==> src/prc_pkg.sv <==
`timescale 1ns / 1ps
// ----------------------------------------------------------------------------
// prc_pkg
// Shared types and constants of the phased renormalized convolver.
// ----------------------------------------------------------------------------
package prc_pkg;

  localparam int KERNEL_MAX = 64;
  localparam int ADDR_W     = $clog2(KERNEL_MAX);
  localparam int KLEN_W     = ADDR_W + 1;
  localparam int SAMPLE_W   = 16;
  localparam int PHASE_W    = 6;
  localparam int PROD_W     = 2 * SAMPLE_W;
  localparam int ACC_W      = PROD_W + ADDR_W;
  localparam int NORM_W     = SAMPLE_W + ADDR_W;
  localparam int FRAC_W     = 15;
  localparam int DIVD_W     = ACC_W + FRAC_W;
  localparam int RES_W      = 48;
  localparam int IDX_W      = 32;
  localparam int CFG_IDX_W  = 2;
  localparam int CFG_DATA_W = 7;

  localparam logic [CFG_IDX_W-1:0] CFG_PHASE  = 2'd0;
  localparam logic [CFG_IDX_W-1:0] CFG_RENORM = 2'd1;
  localparam logic [CFG_IDX_W-1:0] CFG_KLEN   = 2'd2;

  typedef enum logic [2:0] {
    ST_IDLE,
    ST_SETUP,
    ST_MAC,
    ST_DRAIN,
    ST_DIV,
    ST_OUT
  } prc_state_e;

  typedef struct packed {
    logic                       tap_we;
    logic                       smp_we;
    logic [ADDR_W-1:0]          waddr;
    logic signed [SAMPLE_W-1:0] wdata;
    logic                       clr;
    logic                       issue;
    logic [ADDR_W-1:0]          tap_addr;
    logic [ADDR_W-1:0]          smp_addr;
  } prc_mac_ctrl_t;

  typedef struct packed {
    logic signed [RES_W-1:0] result;
    logic [IDX_W-1:0]        series_index;
    logic                    zero_norm;
    logic                    last_of_run;
  } prc_out_t;

endpackage

==> src/prc_ifs.sv <==
`timescale 1ns / 1ps
// ----------------------------------------------------------------------------
// prc channel interfaces
// Valid/ready channels for input items, results and register writes.
// ----------------------------------------------------------------------------
interface prc_in_if;
  import prc_pkg::*;
  logic                       valid;
  logic                       ready;
  logic                       cmd;
  logic [ADDR_W-1:0]          tap_index;
  logic signed [SAMPLE_W-1:0] value;
  logic                       last_sample;
  modport source (output valid, cmd, tap_index, value, last_sample, input ready);
  modport sink   (input valid, cmd, tap_index, value, last_sample, output ready);
endinterface

interface prc_out_if;
  import prc_pkg::*;
  logic                    valid;
  logic                    ready;
  logic signed [RES_W-1:0] result;
  logic [IDX_W-1:0]        series_index;
  logic                    zero_norm;
  logic                    last_of_run;
  modport source (output valid, result, series_index, zero_norm, last_of_run, input ready);
  modport sink   (input valid, result, series_index, zero_norm, last_of_run, output ready);
endinterface

interface prc_cfg_if;
  import prc_pkg::*;
  logic                  valid;
  logic                  ready;
  logic [CFG_IDX_W-1:0]  index;
  logic [CFG_DATA_W-1:0] data;
  modport source (output valid, index, data, input ready);
  modport sink   (input valid, index, data, output ready);
endinterface

==> src/prc_mac.sv <==
`timescale 1ns / 1ps
// ----------------------------------------------------------------------------
// prc_mac
// Tap store, sample ring and the shared multiply-accumulate pipeline.
// ----------------------------------------------------------------------------
module prc_mac
  import prc_pkg::*;
(
  input  logic                     clk_i,
  input  logic                     rst_ni,
  input  prc_mac_ctrl_t            ctrl_i,
  output logic signed [ACC_W-1:0]  acc_o,
  output logic signed [NORM_W-1:0] norm_o,
  output logic                     busy_o
);

  logic signed [SAMPLE_W-1:0] taps_mem [KERNEL_MAX];
  logic signed [SAMPLE_W-1:0] ring_mem [KERNEL_MAX];
  logic signed [SAMPLE_W-1:0] tap_rd_q, smp_rd_q;
  logic signed [PROD_W-1:0]   prod_q;
  logic signed [ACC_W-1:0]    acc_q;
  logic signed [NORM_W-1:0]   norm_q;
  logic                       v1_q, v2_q;

  always_ff @(posedge clk_i) begin
    if (ctrl_i.tap_we) taps_mem[ctrl_i.waddr] <= ctrl_i.wdata;
    if (ctrl_i.smp_we) ring_mem[ctrl_i.waddr] <= ctrl_i.wdata;
    tap_rd_q <= taps_mem[ctrl_i.tap_addr];
    smp_rd_q <= ring_mem[ctrl_i.smp_addr];
    prod_q   <= smp_rd_q * tap_rd_q;
  end

  always_ff @(posedge clk_i or negedge rst_ni) begin
    if (!rst_ni) begin
      v1_q   <= 1'b0;
      v2_q   <= 1'b0;
      acc_q  <= '0;
      norm_q <= '0;
    end else begin
      v1_q <= ctrl_i.issue;
      v2_q <= v1_q;
      if (ctrl_i.clr) begin
        acc_q  <= '0;
        norm_q <= '0;
      end else begin
        if (v1_q) norm_q <= norm_q + NORM_W'(tap_rd_q);
        if (v2_q) acc_q  <= acc_q + ACC_W'(prod_q);
      end
    end
  end

  assign acc_o  = acc_q;
  assign norm_o = norm_q;
  assign busy_o = v1_q | v2_q;

endmodule

==> src/prc_div.sv <==
`timescale 1ns / 1ps
// ----------------------------------------------------------------------------
// prc_div
// Restoring divider on magnitudes, one quotient bit per cycle.
// ----------------------------------------------------------------------------
module prc_div
  import prc_pkg::*;
(
  input  logic              clk_i,
  input  logic              rst_ni,
  input  logic              start_i,
  input  logic [DIVD_W-1:0] dividend_i,
  input  logic [NORM_W-1:0] divisor_i,
  output logic              done_o,
  output logic [DIVD_W-1:0] quot_o
);

  localparam int CNT_W = $clog2(DIVD_W + 1);

  logic              busy_q, done_q;
  logic [CNT_W-1:0]  cnt_q;
  logic [DIVD_W-1:0] quot_q;
  logic [NORM_W-1:0] rem_q, dvs_q;
  logic [NORM_W:0]   rem_sh;
  logic              ge;

  assign rem_sh = {rem_q, quot_q[DIVD_W-1]};
  assign ge     = rem_sh >= {1'b0, dvs_q};

  always_ff @(posedge clk_i or negedge rst_ni) begin
    if (!rst_ni) begin
      busy_q <= 1'b0;
      done_q <= 1'b0;
      cnt_q  <= '0;
    end else begin
      done_q <= 1'b0;
      if (start_i) begin
        busy_q <= 1'b1;
        cnt_q  <= CNT_W'(DIVD_W);
      end else if (busy_q) begin
        cnt_q <= cnt_q - 1'b1;
        if (cnt_q == CNT_W'(1)) begin
          busy_q <= 1'b0;
          done_q <= 1'b1;
        end
      end
    end
  end

  always_ff @(posedge clk_i) begin
    if (start_i) begin
      quot_q <= dividend_i;
      rem_q  <= '0;
      dvs_q  <= divisor_i;
    end else if (busy_q) begin
      rem_q  <= ge ? NORM_W'(rem_sh - {1'b0, dvs_q}) : NORM_W'(rem_sh);
      quot_q <= {quot_q[DIVD_W-2:0], ge};
    end
  end

  assign done_o = done_q;
  assign quot_o = quot_q;

endmodule

==> src/phased_renormalized_convolver_core.sv <==
`timescale 1ns / 1ps
// ----------------------------------------------------------------------------
// phased_renormalized_convolver_core
// FIR convolver with look-ahead phase and optional edge renormalization.
// ----------------------------------------------------------------------------
// Usage:
//   in_i  : one beat loads a tap (cmd 0) or delivers a sample (cmd 1).
//   out_o : one beat per convolved output, in order of series index.
//   cfg_i : register writes (phase, renormalize, kernel length); always ready,
//           to be written only while the core is idle.
// Timing:
//   A sample is taken only when the core is idle; each output it causes
//   walks the used taps through one shared multiplier, one tap per cycle,
//   after a setup step and before the drain and output steps; in
//   renormalize mode with a nonzero tap sum the bit-serial divider runs
//   between drain and output. The last sample of a series emits up to
//   phase + 1 outputs back to back in that manner.
// Reset clears the sample count, ring pointer and handshakes and presets the
// registers; taps and samples stay undefined until written. A stalled receiver
// holds the result in the output register and the sequencer waits for it.
// ----------------------------------------------------------------------------
module phased_renormalized_convolver_core
  import prc_pkg::*;
(
  input  logic       clk_i,
  input  logic       rst_ni,
  prc_in_if.sink     in_i,
  prc_out_if.source  out_o,
  prc_cfg_if.sink    cfg_i
);

  prc_state_e state_q, state_d;

  logic [PHASE_W-1:0]  phase_q;
  logic                renorm_q;
  logic [KLEN_W-1:0]   klen_q, klen_eff;
  logic [ADDR_W-1:0]   head_q, base_q, d_q;
  logic [IDX_W-1:0]    count_q, n_q, t_q;
  logic                lastmode_q;
  logic [KLEN_W-1:0]   i_q, hi_q, hi_d;
  logic [IDX_W+1:0]    pp1;
  logic                zflag_q;
  logic signed [RES_W-1:0] res_q;
  logic                out_valid_q;
  prc_out_t            out_q;
  logic                in_acc, slot_free, done_run;

  prc_mac_ctrl_t           mac_ctrl;
  logic signed [ACC_W-1:0]  acc;
  logic signed [NORM_W-1:0] norm;
  logic                     mac_busy;

  logic              div_start, div_done;
  logic [DIVD_W-1:0] div_quot, dvd_mag;
  logic [NORM_W-1:0] dvs_mag;
  logic              q_neg;
  logic [DIVD_W-1:0] q_abs;
  logic signed [RES_W-1:0] q_sat;

  localparam logic [DIVD_W-1:0] POS_LIM = DIVD_W'({1'b0, {(RES_W-1){1'b1}}});
  localparam logic [DIVD_W-1:0] NEG_LIM = DIVD_W'({1'b1, {(RES_W-1){1'b0}}});

  assign klen_eff  = (klen_q > KLEN_W'(KERNEL_MAX)) ? KLEN_W'(KERNEL_MAX) : klen_q;
  assign in_acc    = in_i.valid & in_i.ready;
  assign slot_free = ~out_valid_q | out_o.ready;
  assign done_run  = ~lastmode_q | (t_q == n_q);
  assign pp1       = (IDX_W+2)'(t_q) + (IDX_W+2)'(phase_q) + (IDX_W+2)'(1);
  assign hi_d      = (pp1 < (IDX_W+2)'(klen_eff)) ? KLEN_W'(pp1) : klen_eff;

  assign cfg_i.ready = 1'b1;
  assign in_i.ready  = (state_q == ST_IDLE);

  always_comb begin
    state_d   = state_q;
    div_start = 1'b0;
    mac_ctrl  = '0;
    mac_ctrl.tap_we   = in_acc & ~in_i.cmd;
    mac_ctrl.smp_we   = in_acc & in_i.cmd;
    mac_ctrl.waddr    = in_i.cmd ? head_q : in_i.tap_index;
    mac_ctrl.wdata    = in_i.value;
    mac_ctrl.tap_addr = i_q[ADDR_W-1:0];
    mac_ctrl.smp_addr = base_q + d_q - i_q[ADDR_W-1:0];
    case (state_q)
      ST_IDLE: begin
        if (in_acc && in_i.cmd && (in_i.last_sample || count_q >= IDX_W'(phase_q))) begin
          state_d = ST_SETUP;
        end
      end
      ST_SETUP: begin
        mac_ctrl.clr = 1'b1;
        state_d = (KLEN_W'(d_q) < hi_d) ? ST_MAC : ST_DRAIN;
      end
      ST_MAC: begin
        mac_ctrl.issue = 1'b1;
        if (i_q + 1'b1 >= hi_q) state_d = ST_DRAIN;
      end
      ST_DRAIN: begin
        if (!mac_busy) begin
          if (renorm_q && norm != '0) begin
            div_start = 1'b1;
            state_d   = ST_DIV;
          end else begin
            state_d = ST_OUT;
          end
        end
      end
      ST_DIV: begin
        if (div_done) state_d = ST_OUT;
      end
      ST_OUT: begin
        if (slot_free) state_d = done_run ? ST_IDLE : ST_SETUP;
      end
      default: state_d = ST_IDLE;
    endcase
  end

  always_ff @(posedge clk_i or negedge rst_ni) begin
    if (!rst_ni) state_q <= ST_IDLE;
    else         state_q <= state_d;
  end

  always_ff @(posedge clk_i or negedge rst_ni) begin
    if (!rst_ni) begin
      phase_q     <= '0;
      renorm_q    <= 1'b1;
      klen_q      <= KLEN_W'(KERNEL_MAX);
      head_q      <= '0;
      count_q     <= '0;
      out_valid_q <= 1'b0;
    end else begin
      if (cfg_i.valid) begin
        case (cfg_i.index)
          CFG_PHASE:  phase_q  <= cfg_i.data[PHASE_W-1:0];
          CFG_RENORM: renorm_q <= cfg_i.data[0];
          CFG_KLEN:   klen_q   <= cfg_i.data[KLEN_W-1:0];
          default: ;
        endcase
      end
      if (in_acc && in_i.cmd) begin
        head_q <= head_q + 1'b1;
        if (in_i.last_sample)        count_q <= '0;
        else if (count_q != '1)      count_q <= count_q + 1'b1;
      end
      if (out_o.ready) out_valid_q <= 1'b0;
      if (state_q == ST_OUT && slot_free) out_valid_q <= 1'b1;
    end
  end

  assign dvd_mag = acc[ACC_W-1] ? DIVD_W'(-acc) << FRAC_W : DIVD_W'(acc) << FRAC_W;
  assign dvs_mag = norm[NORM_W-1] ? NORM_W'(-norm) : NORM_W'(norm);
  assign q_neg   = acc[ACC_W-1] ^ norm[NORM_W-1];
  assign q_abs   = div_quot;

  always_comb begin
    if (!q_neg && q_abs > POS_LIM)     q_sat = RES_W'(POS_LIM);
    else if (q_neg && q_abs > NEG_LIM) q_sat = RES_W'(NEG_LIM);
    else if (q_neg)                    q_sat = RES_W'(-q_abs);
    else                               q_sat = RES_W'(q_abs);
  end

  always_ff @(posedge clk_i) begin
    case (state_q)
      ST_IDLE: begin
        if (in_acc && in_i.cmd) begin
          n_q        <= count_q;
          base_q     <= head_q;
          lastmode_q <= in_i.last_sample;
          if (count_q >= IDX_W'(phase_q)) begin
            t_q <= count_q - IDX_W'(phase_q);
            d_q <= '0;
          end else begin
            t_q <= '0;
            d_q <= ADDR_W'(phase_q) - count_q[ADDR_W-1:0];
          end
        end
      end
      ST_SETUP: begin
        i_q  <= KLEN_W'(d_q);
        hi_q <= hi_d;
      end
      ST_MAC: i_q <= i_q + 1'b1;
      ST_DRAIN: begin
        if (!mac_busy) begin
          zflag_q <= renorm_q && norm == '0;
          res_q   <= renorm_q ? '0 : RES_W'(acc);
        end
      end
      ST_DIV: begin
        if (div_done) res_q <= q_sat;
      end
      ST_OUT: begin
        if (slot_free) begin
          out_q.result       <= res_q;
          out_q.series_index <= t_q;
          out_q.zero_norm    <= zflag_q;
          out_q.last_of_run  <= done_run;
          t_q <= t_q + 1'b1;
          d_q <= d_q + 1'b1;
        end
      end
      default: ;
    endcase
  end

  assign out_o.valid        = out_valid_q;
  assign out_o.result       = out_q.result;
  assign out_o.series_index = out_q.series_index;
  assign out_o.zero_norm    = out_q.zero_norm;
  assign out_o.last_of_run  = out_q.last_of_run;

  prc_mac u_mac (
    .clk_i  (clk_i),
    .rst_ni (rst_ni),
    .ctrl_i (mac_ctrl),
    .acc_o  (acc),
    .norm_o (norm),
    .busy_o (mac_busy)
  );

  prc_div u_div (
    .clk_i      (clk_i),
    .rst_ni     (rst_ni),
    .start_i    (div_start),
    .dividend_i (dvd_mag),
    .divisor_i  (dvs_mag),
    .done_o     (div_done),
    .quot_o     (div_quot)
  );

endmodule

==> src/flat_wrapper.sv <==
// flat-port wrapper written by rule: the top's interface ports become plain ports
module phased_renormalized_convolver_core_flat import prc_pkg::*;
  (clk_i, rst_ni, in_i_valid, in_i_cmd, in_i_tap_index, in_i_value, in_i_last_sample, in_i_ready, out_o_valid, out_o_result, out_o_series_index, out_o_zero_norm, out_o_last_of_run, out_o_ready, cfg_i_valid, cfg_i_index, cfg_i_data, cfg_i_ready);
  prc_in_if in_i_i ();
  prc_out_if out_o_i ();
  prc_cfg_if cfg_i_i ();
  input  logic clk_i;
  input  logic rst_ni;
  input wire logic [$bits(in_i_i.valid)-1:0] in_i_valid;
  input wire logic [$bits(in_i_i.cmd)-1:0] in_i_cmd;
  input wire logic [$bits(in_i_i.tap_index)-1:0] in_i_tap_index;
  input wire logic [$bits(in_i_i.value)-1:0] in_i_value;
  input wire logic [$bits(in_i_i.last_sample)-1:0] in_i_last_sample;
  output wire logic [$bits(in_i_i.ready)-1:0] in_i_ready;
  output wire logic [$bits(out_o_i.valid)-1:0] out_o_valid;
  output wire logic [$bits(out_o_i.result)-1:0] out_o_result;
  output wire logic [$bits(out_o_i.series_index)-1:0] out_o_series_index;
  output wire logic [$bits(out_o_i.zero_norm)-1:0] out_o_zero_norm;
  output wire logic [$bits(out_o_i.last_of_run)-1:0] out_o_last_of_run;
  input wire logic [$bits(out_o_i.ready)-1:0] out_o_ready;
  input wire logic [$bits(cfg_i_i.valid)-1:0] cfg_i_valid;
  input wire logic [$bits(cfg_i_i.index)-1:0] cfg_i_index;
  input wire logic [$bits(cfg_i_i.data)-1:0] cfg_i_data;
  output wire logic [$bits(cfg_i_i.ready)-1:0] cfg_i_ready;
  assign in_i_i.valid = in_i_valid;
  assign in_i_i.cmd = in_i_cmd;
  assign in_i_i.tap_index = in_i_tap_index;
  assign in_i_i.value = in_i_value;
  assign in_i_i.last_sample = in_i_last_sample;
  assign in_i_ready = in_i_i.ready;
  assign out_o_valid = out_o_i.valid;
  assign out_o_result = out_o_i.result;
  assign out_o_series_index = out_o_i.series_index;
  assign out_o_zero_norm = out_o_i.zero_norm;
  assign out_o_last_of_run = out_o_i.last_of_run;
  assign out_o_i.ready = out_o_ready;
  assign cfg_i_i.valid = cfg_i_valid;
  assign cfg_i_i.index = cfg_i_index;
  assign cfg_i_i.data = cfg_i_data;
  assign cfg_i_ready = cfg_i_i.ready;
  phased_renormalized_convolver_core u_core (.clk_i(clk_i), .rst_ni(rst_ni), .in_i(in_i_i), .out_o(out_o_i), .cfg_i(cfg_i_i));
endmodule
==> config.mk <==
export PLATFORM = sky130hd
export DESIGN_NAME = phased_renormalized_convolver_core_flat
export DESIGN_NICKNAME = d
export VERILOG_FILES = /design/src/prc_pkg.sv /design/src/prc_ifs.sv /design/src/prc_mac.sv /design/src/prc_div.sv /design/src/phased_renormalized_convolver_core.sv /design/src/flat_wrapper.sv
export SDC_FILE = /design/constraint.sdc
export NUM_CORES = 2
export LEC_CHECK = 0
export BUFFER_PORTS_ARGS = -buffer_cell sky130_fd_sc_hd__buf_2
export CAP_MARGIN = 25
export CORE_MARGIN = 3
export CORE_UTILIZATION = 41
export CTS_CLUSTER_DIAMETER = 50
export DETAILED_ROUTE_END_ITERATION = 10
export PLACE_DENSITY_LB_ADDON = 0.3
export SYNTH_ARGS = -nofsm -noshare
export SYNTH_HDL_FRONTEND = slang
export SYNTH_SLANG_ARGS = --single-unit
==> constraint.sdc <==
create_clock -name clk_i -period 6.2 [get_ports clk_i]
set_input_delay 1.86 -clock clk_i [delete_from_list [all_inputs] [get_ports clk_i]]
set_output_delay 1.86 -clock clk_i [all_outputs]
set_load 0.01 [all_outputs]
Yosys cells after proc, flatten, opt, wreduce, memory -nomap -nowiden
Memory sizes are Yosys's and may differ from the RTL's. A register that Yosys moved wholly into a read port is not among the register bits. Index checks and enable logic that the tools add are counted.

Register bits after elaboration: 477. RAM bits: 2048. Bits of input ports: 38. Output and inout port bits: 85. Memories: 2.

Add/subtract/negate cells: 18. Multiply operators: 1. Magnitude comparators: 8. Equality and inequality tests: 16. Muxes and demuxes: 58. Bitwise operators: 11. Reductions and logical operators: 31.

Memories: u_core.u_mac.ring_mem (words 64, bits a word 16, rd ports 1, clocked after Yosys merged registers in 1, wr ports 1, line prc_mac.sv:18) `logic signed [SAMPLE_W-1:0] ring_mem [KERNEL_MAX];`; u_core.u_mac.taps_mem (words 64, bits a word 16, rd ports 1, clocked after Yosys merged registers in 1, wr ports 1, line prc_mac.sv:17) `logic signed [SAMPLE_W-1:0] taps_mem [KERNEL_MAX];`.

Operators by type and width (number): $mux W48 (6); $mux W32 (5); $mux W53 (3); $pmux W48 S2 (1); $mux W38 (2); $mux W22 (3); $add A32 B1 Y32 const B (2); $pmux W32 S2 (1); $gt A53 B47 Y1 const B (1); $gt A53 B48 Y1 const B (1); $neg A48 Y48 (1); $add A38 B32 Y38 (1); $neg A38 Y38 (1); $mux W6 (6); $add A34 B1 Y34 const B (1); $lt A34 B7 Y1 (1); $add A32 B6 Y33 (1); $eq A32 B32 Y1 (1); $ge A32 B6 Y1 (1); $mul A16 B16 Y32 (1); $ne A32 B32 Y1 const B (1); $sub A32 B6 Y32 (1); $ge A23 B22 Y1 (1); $add A22 B16 Y22 (1); 40 further kinds (99).

Logic depth before layout (Yosys ltp)
Depth after elaboration: 7. Gate-level depth with buffers: 27. Depth with buffers taken out: 26.

Hierarchy
Synthesis repeated with hierarchy kept, for this count alone.

Cells, all modules: 6896. Area total of the unflattened synthesis: 116827.0 sq um.

Modules (own cells, without submodules): prc_mac (times used 1, cells each 4783, area each 94503.1 sq um, seq. area each 64331.7 sq um); phased_renormalized_convolver_core (times used 1, cells each 1647, area each 16771.1 sq um, seq. area each 8070.2 sq um); prc_div (times used 1, cells each 466, area each 5552.8 sq um, seq. area each 2892.8 sq um).

Worst setup path after synthesis
No wires, ideal clock.

Kind: register -> register. Start point: register u_core.u_mac.tap_rd_q[15] (read register of u_core.u_mac.taps_mem). End point: register u_core.u_mac.prod_q[30]. Setup time: 72 ps. Data arrival time: 6808 ps. Data required time: 6128 ps. Path slack: -680 ps. Stages on the path, launching flop included: 24. Cells stage by stage: dfxtp_1 clkbuf_1 nand2b_1 fa_1 fa_1 inv_1 fa_1 inv_1 fa_1 fa_1 inv_1 fa_1 ha_1 a211oi_1 nand2_1 a2111oi_0 nor2_1 a221o_1 a221oi_1 a21oi_1 a21oi_1 nor3_1 a211oi_1 xnor2_1.

Longest elaborated chain between the ends: 1.

Ends and longest elaborated chain: start, declared (line prc_mac.sv:19) `logic signed [SAMPLE_W-1:0] tap_rd_q, smp_rd_q;`; $mul A16 B16 Y32 (line prc_mac.sv:30) `prod_q <= smp_rd_q * tap_rd_q;`; end signal, assigned (line prc_mac.sv:30); end, declared (line prc_mac.sv:20) `logic signed [PROD_W-1:0] prod_q;`.

Every way passes these cells. A chain may end at the register's enable or synchronous reset.

Worst setup path in the final report
Start point: register u_core.u_mac.tap_rd_q[3] (read register of u_core.u_mac.taps_mem). End point: register u_core.u_mac.prod_q[28].

Same word-level chain as after synthesis.

==> impl_metrics.py <==
metrics = {
    "routing": {
        "vias": 66956,
        "drc_errors": 0,
        "detail_route.vias_per_cell": 5.59,
        "routed_wl_um": 291000,
        "first_iter_violations": 6348,
        "firstDrtPassIters": 7,
        "ant_nets": 0,
        "post_drt_wl_per_cell_um": 24.3,
    },
    "logic_synthesis": {
        "syn_nets": 8112,
        "syn_area_per_cell_um2": 15.5,
        "synth_edf_count": 2345,
        "netlist-cell-type-count": 91,
        "synth_flop_cell": "edfxtp_1",
        "syn-cell-area_um2": 117000,
        "async_flop_share": 0.0493,
        "ys_seq_area_frac": 0.641,
        "synth_cells": 7586,
        "synth-seq-cells": 2557,
        "synth_warnings": 0,
    },
    "setup_path": {
        "path_class": "reg -> reg",
        "cp_max_fo": 5,
        "path_common_cell": "fa_1",
        "crit_path_end_kind": "register",
        "required_ns": 6.91,
        "crit_slowest_cell": "fa_1",
        "startpoint_type": "register",
        "slowest_delay_ns": 0.56,
        "arrival_ns": 7.14,
    },
    "hold_path": {
        "worstHoldPathType": "reg -> reg",
    },
    "floorplan": {
        "initial_core_util": 0.414,
        "rows": 195,
        "core-area_um2": 284000,
        "die_y_um": 541,
        "ios": 123,
        "die-area_um2": 293000,
        "fp.dieW_um": 541,
    },
    "placed_design": {
        "gp_congestion": 0.891,
        "place_area_um2": 124000,
        "hpwlAfterDp_um": 187000,
        "numPortBuffers": 121,
    },
    "finish": {
        "regArea_um2": 75300,
        "design_area_um2": 134000,
        "final_common_cell": "edfxtp_1",
        "drive_gt1_frac": 0.191,
        "multi_input_area_um2": 39400,
        "layout.nets": 8542,
        "syn_to_final_growth_pct": 14.2,
        "nFillCells": 24224,
        "final_cell_mix": "edfxtp_1 (2,345), nand2_1 (469), mux4_2 (464)",
    },
    "timing": {
        "hold_viol": 0,
        "finalClockSkew_ns": 0.0707,
        "max_slew_margin": 0.307,
        "setup_viol": 6,
        "rsz0062_at_grt": "yes",
        "finalCritPeriodShare": 1.04,
        "finalCriticalPeriod_ns": 6.44,
        "slew_violations": 0,
        "finalWorstSetupSlack_ns": -0.235,
        "worst_pin_slew_ns": 1.04,
        "tns_ns": -1.03,
        "max_freq_mhz": 155,
    },
    "run_status": {
        "status": "finished with violations",
        "violations": "negative setup slack",
    },
    "clock_tree": {
        "cts_tree": "done",
        "cts.sink_count": 2557,
        "clock_latency_ns": 0.83,
        "cts-root-buf": "clkbuf_16",
        "htree_levels": 5,
        "cts-buffers-inserted": 291,
        "clkTransAtPathRegs_ns": 0.06,
        "clockBufferDepth": 4,
    },
    "grt": {
        "grt_remaining_overflow": 0,
        "grt_antenna_before_repair": 16,
        "grt_usage": 0.197,
        "grt_max_degree": 132,
        "grt_pass1_vias": 67336,
        "grt_pass1_wl_um": 439000,
    },
    "run": {
        "maxCapViolCount": 0,
    },
}
==> metal layers <==
metal / up-vias / track usage / routed length, µm
li1: 29800 / - / -
met1: 34480 / 0.285 / 129000
met2: 2254 / 0.314 / 137000
met3: 422 / 0.0263 / 17800
met4: 0 / 0.0517 / 7550
met5: - / 0 / 0
==> through the flow <==
step / hold WS [ns] / utilization / cells / worst slack, ns
floorplan: 0.400 / - / 7586 / 0.00290
global placement: 0.401 / 0.439 / 11439 / -0.223
detailed placement: 0.405 / 0.439 / 11443 / -0.264
CTS: 0.416 / 0.472 / 11967 / -0.170
global route: 0.414 / 0.473 / 11980 / -0.465
finish: 0.413 / 0.473 / 11981 / -0.235
==> worst paths after layout <==
| kind | start | endpoint | slack, ns | depth (start not counted) |
|---|---|---|---|---|
| max reg2reg | u_core.u_mac.tap_rd_q[3] | u_core.u_mac.prod_q[28] | -0.24 | 25 |
| min reg2reg | u_core.res_q[29] | u_core.out_o.result[29] | 0.41 | 0 |
| min in group asynchronous | rst_ni | u_core.out_o.valid | 1.06 | 1 |
| min | u_core.res_q[29] | u_core.out_o.result[29] | 0.41 | 0 |
| max in group asynchronous | rst_ni | u_core.u_mac.acc_o[17] | 4.01 | 2 |
| max | u_core.u_mac.tap_rd_q[3] | u_core.u_mac.prod_q[28] | -0.24 | 25 |
==> area by class of cell <==
class	instances	area share
well taps	3743	0.0349
flip-flops and latches	2557	0.562
clock inverters	151	0.0103
clock buffers	362	0.0579
multi-input cells	4237	0.294
repair buffers	511	0.0291
inverters	418	0.0117
diodes	2	0.0000373
==> synth_stat cells, types with 124 or more instances <==
cell type	n	area [µm²]
ha_1	215	2690
a21oi_1	276	1380
dfrtp_1	124	3100
edfxtp_1	2345	70400
nand3_1	131	656
mux2i_1	259	2590
inv_1	416	1560
nor2_1	361	1360
fa_1	273	5470
nand2_1	480	1800
clkbuf_1	295	1110
o21ai_0	282	1410
xnor2_1	182	1590
and2_1	128	801
mux4_2	464	10500
xor2_1	149	1310
==> registers in the layout, summed over array words and instances (netlist names), 38 cells and up <==
signal and flops:
u_core.u_div.quot_o 53, u_core.u_mac.ring_mem 1024, u_core.u_mac.acc_o 38, u_core.out_o.result 48, u_core.u_mac.taps_mem 1024, u_core.res_q 48
==> worst max-delay path, delay by kind of cell, from the launching register on <==
| family | cells | cell delay [ns] |
|---|---|---|
| and+or+nand+nor | 3 | 0.21 |
| xor gates and xnor gates | 1 | 0.15 |
| buffers and inverters | 5 | 0.43 |
| AOI/OAI and AO/OA | 9 | 1.84 |
| DFF | 1 | 0.37 |
| adders and majority gates | 7 | 3.30 |
==> logic make-up (layout without fill, tap and decap cells) <==
kind of cell | count (synthesis) | count (layout) | synth area share
other | 1 | 3 | 0.0000319
AO/OA/AOI/OAI | 1066 | 1066 | 0.0564
XOR/XNOR | 331 | 331 | 0.0247
flip-flops | 2557 | 2557 | 0.641
adder cells (fa/ha/maj) | 488 | 488 | 0.0695
multiplexers | 799 | 799 | 0.118
buffers and inverters | 792 | 1442 | 0.0257
AND/OR/NAND/NOR | 1552 | 1552 | 0.0641
==> repair_timing <==
item	CTS	global route
resized for setup	31	18
endpoints found under the hold margin	0	0
buffers inserted	12	8
setup endpoints to repair	6	11
pin swaps	15	18
hold buffers	0	0
Power is left out: the tool's default activity adds up to more than one toggle a clock period on the data nets, which glitch-free logic cannot reach.
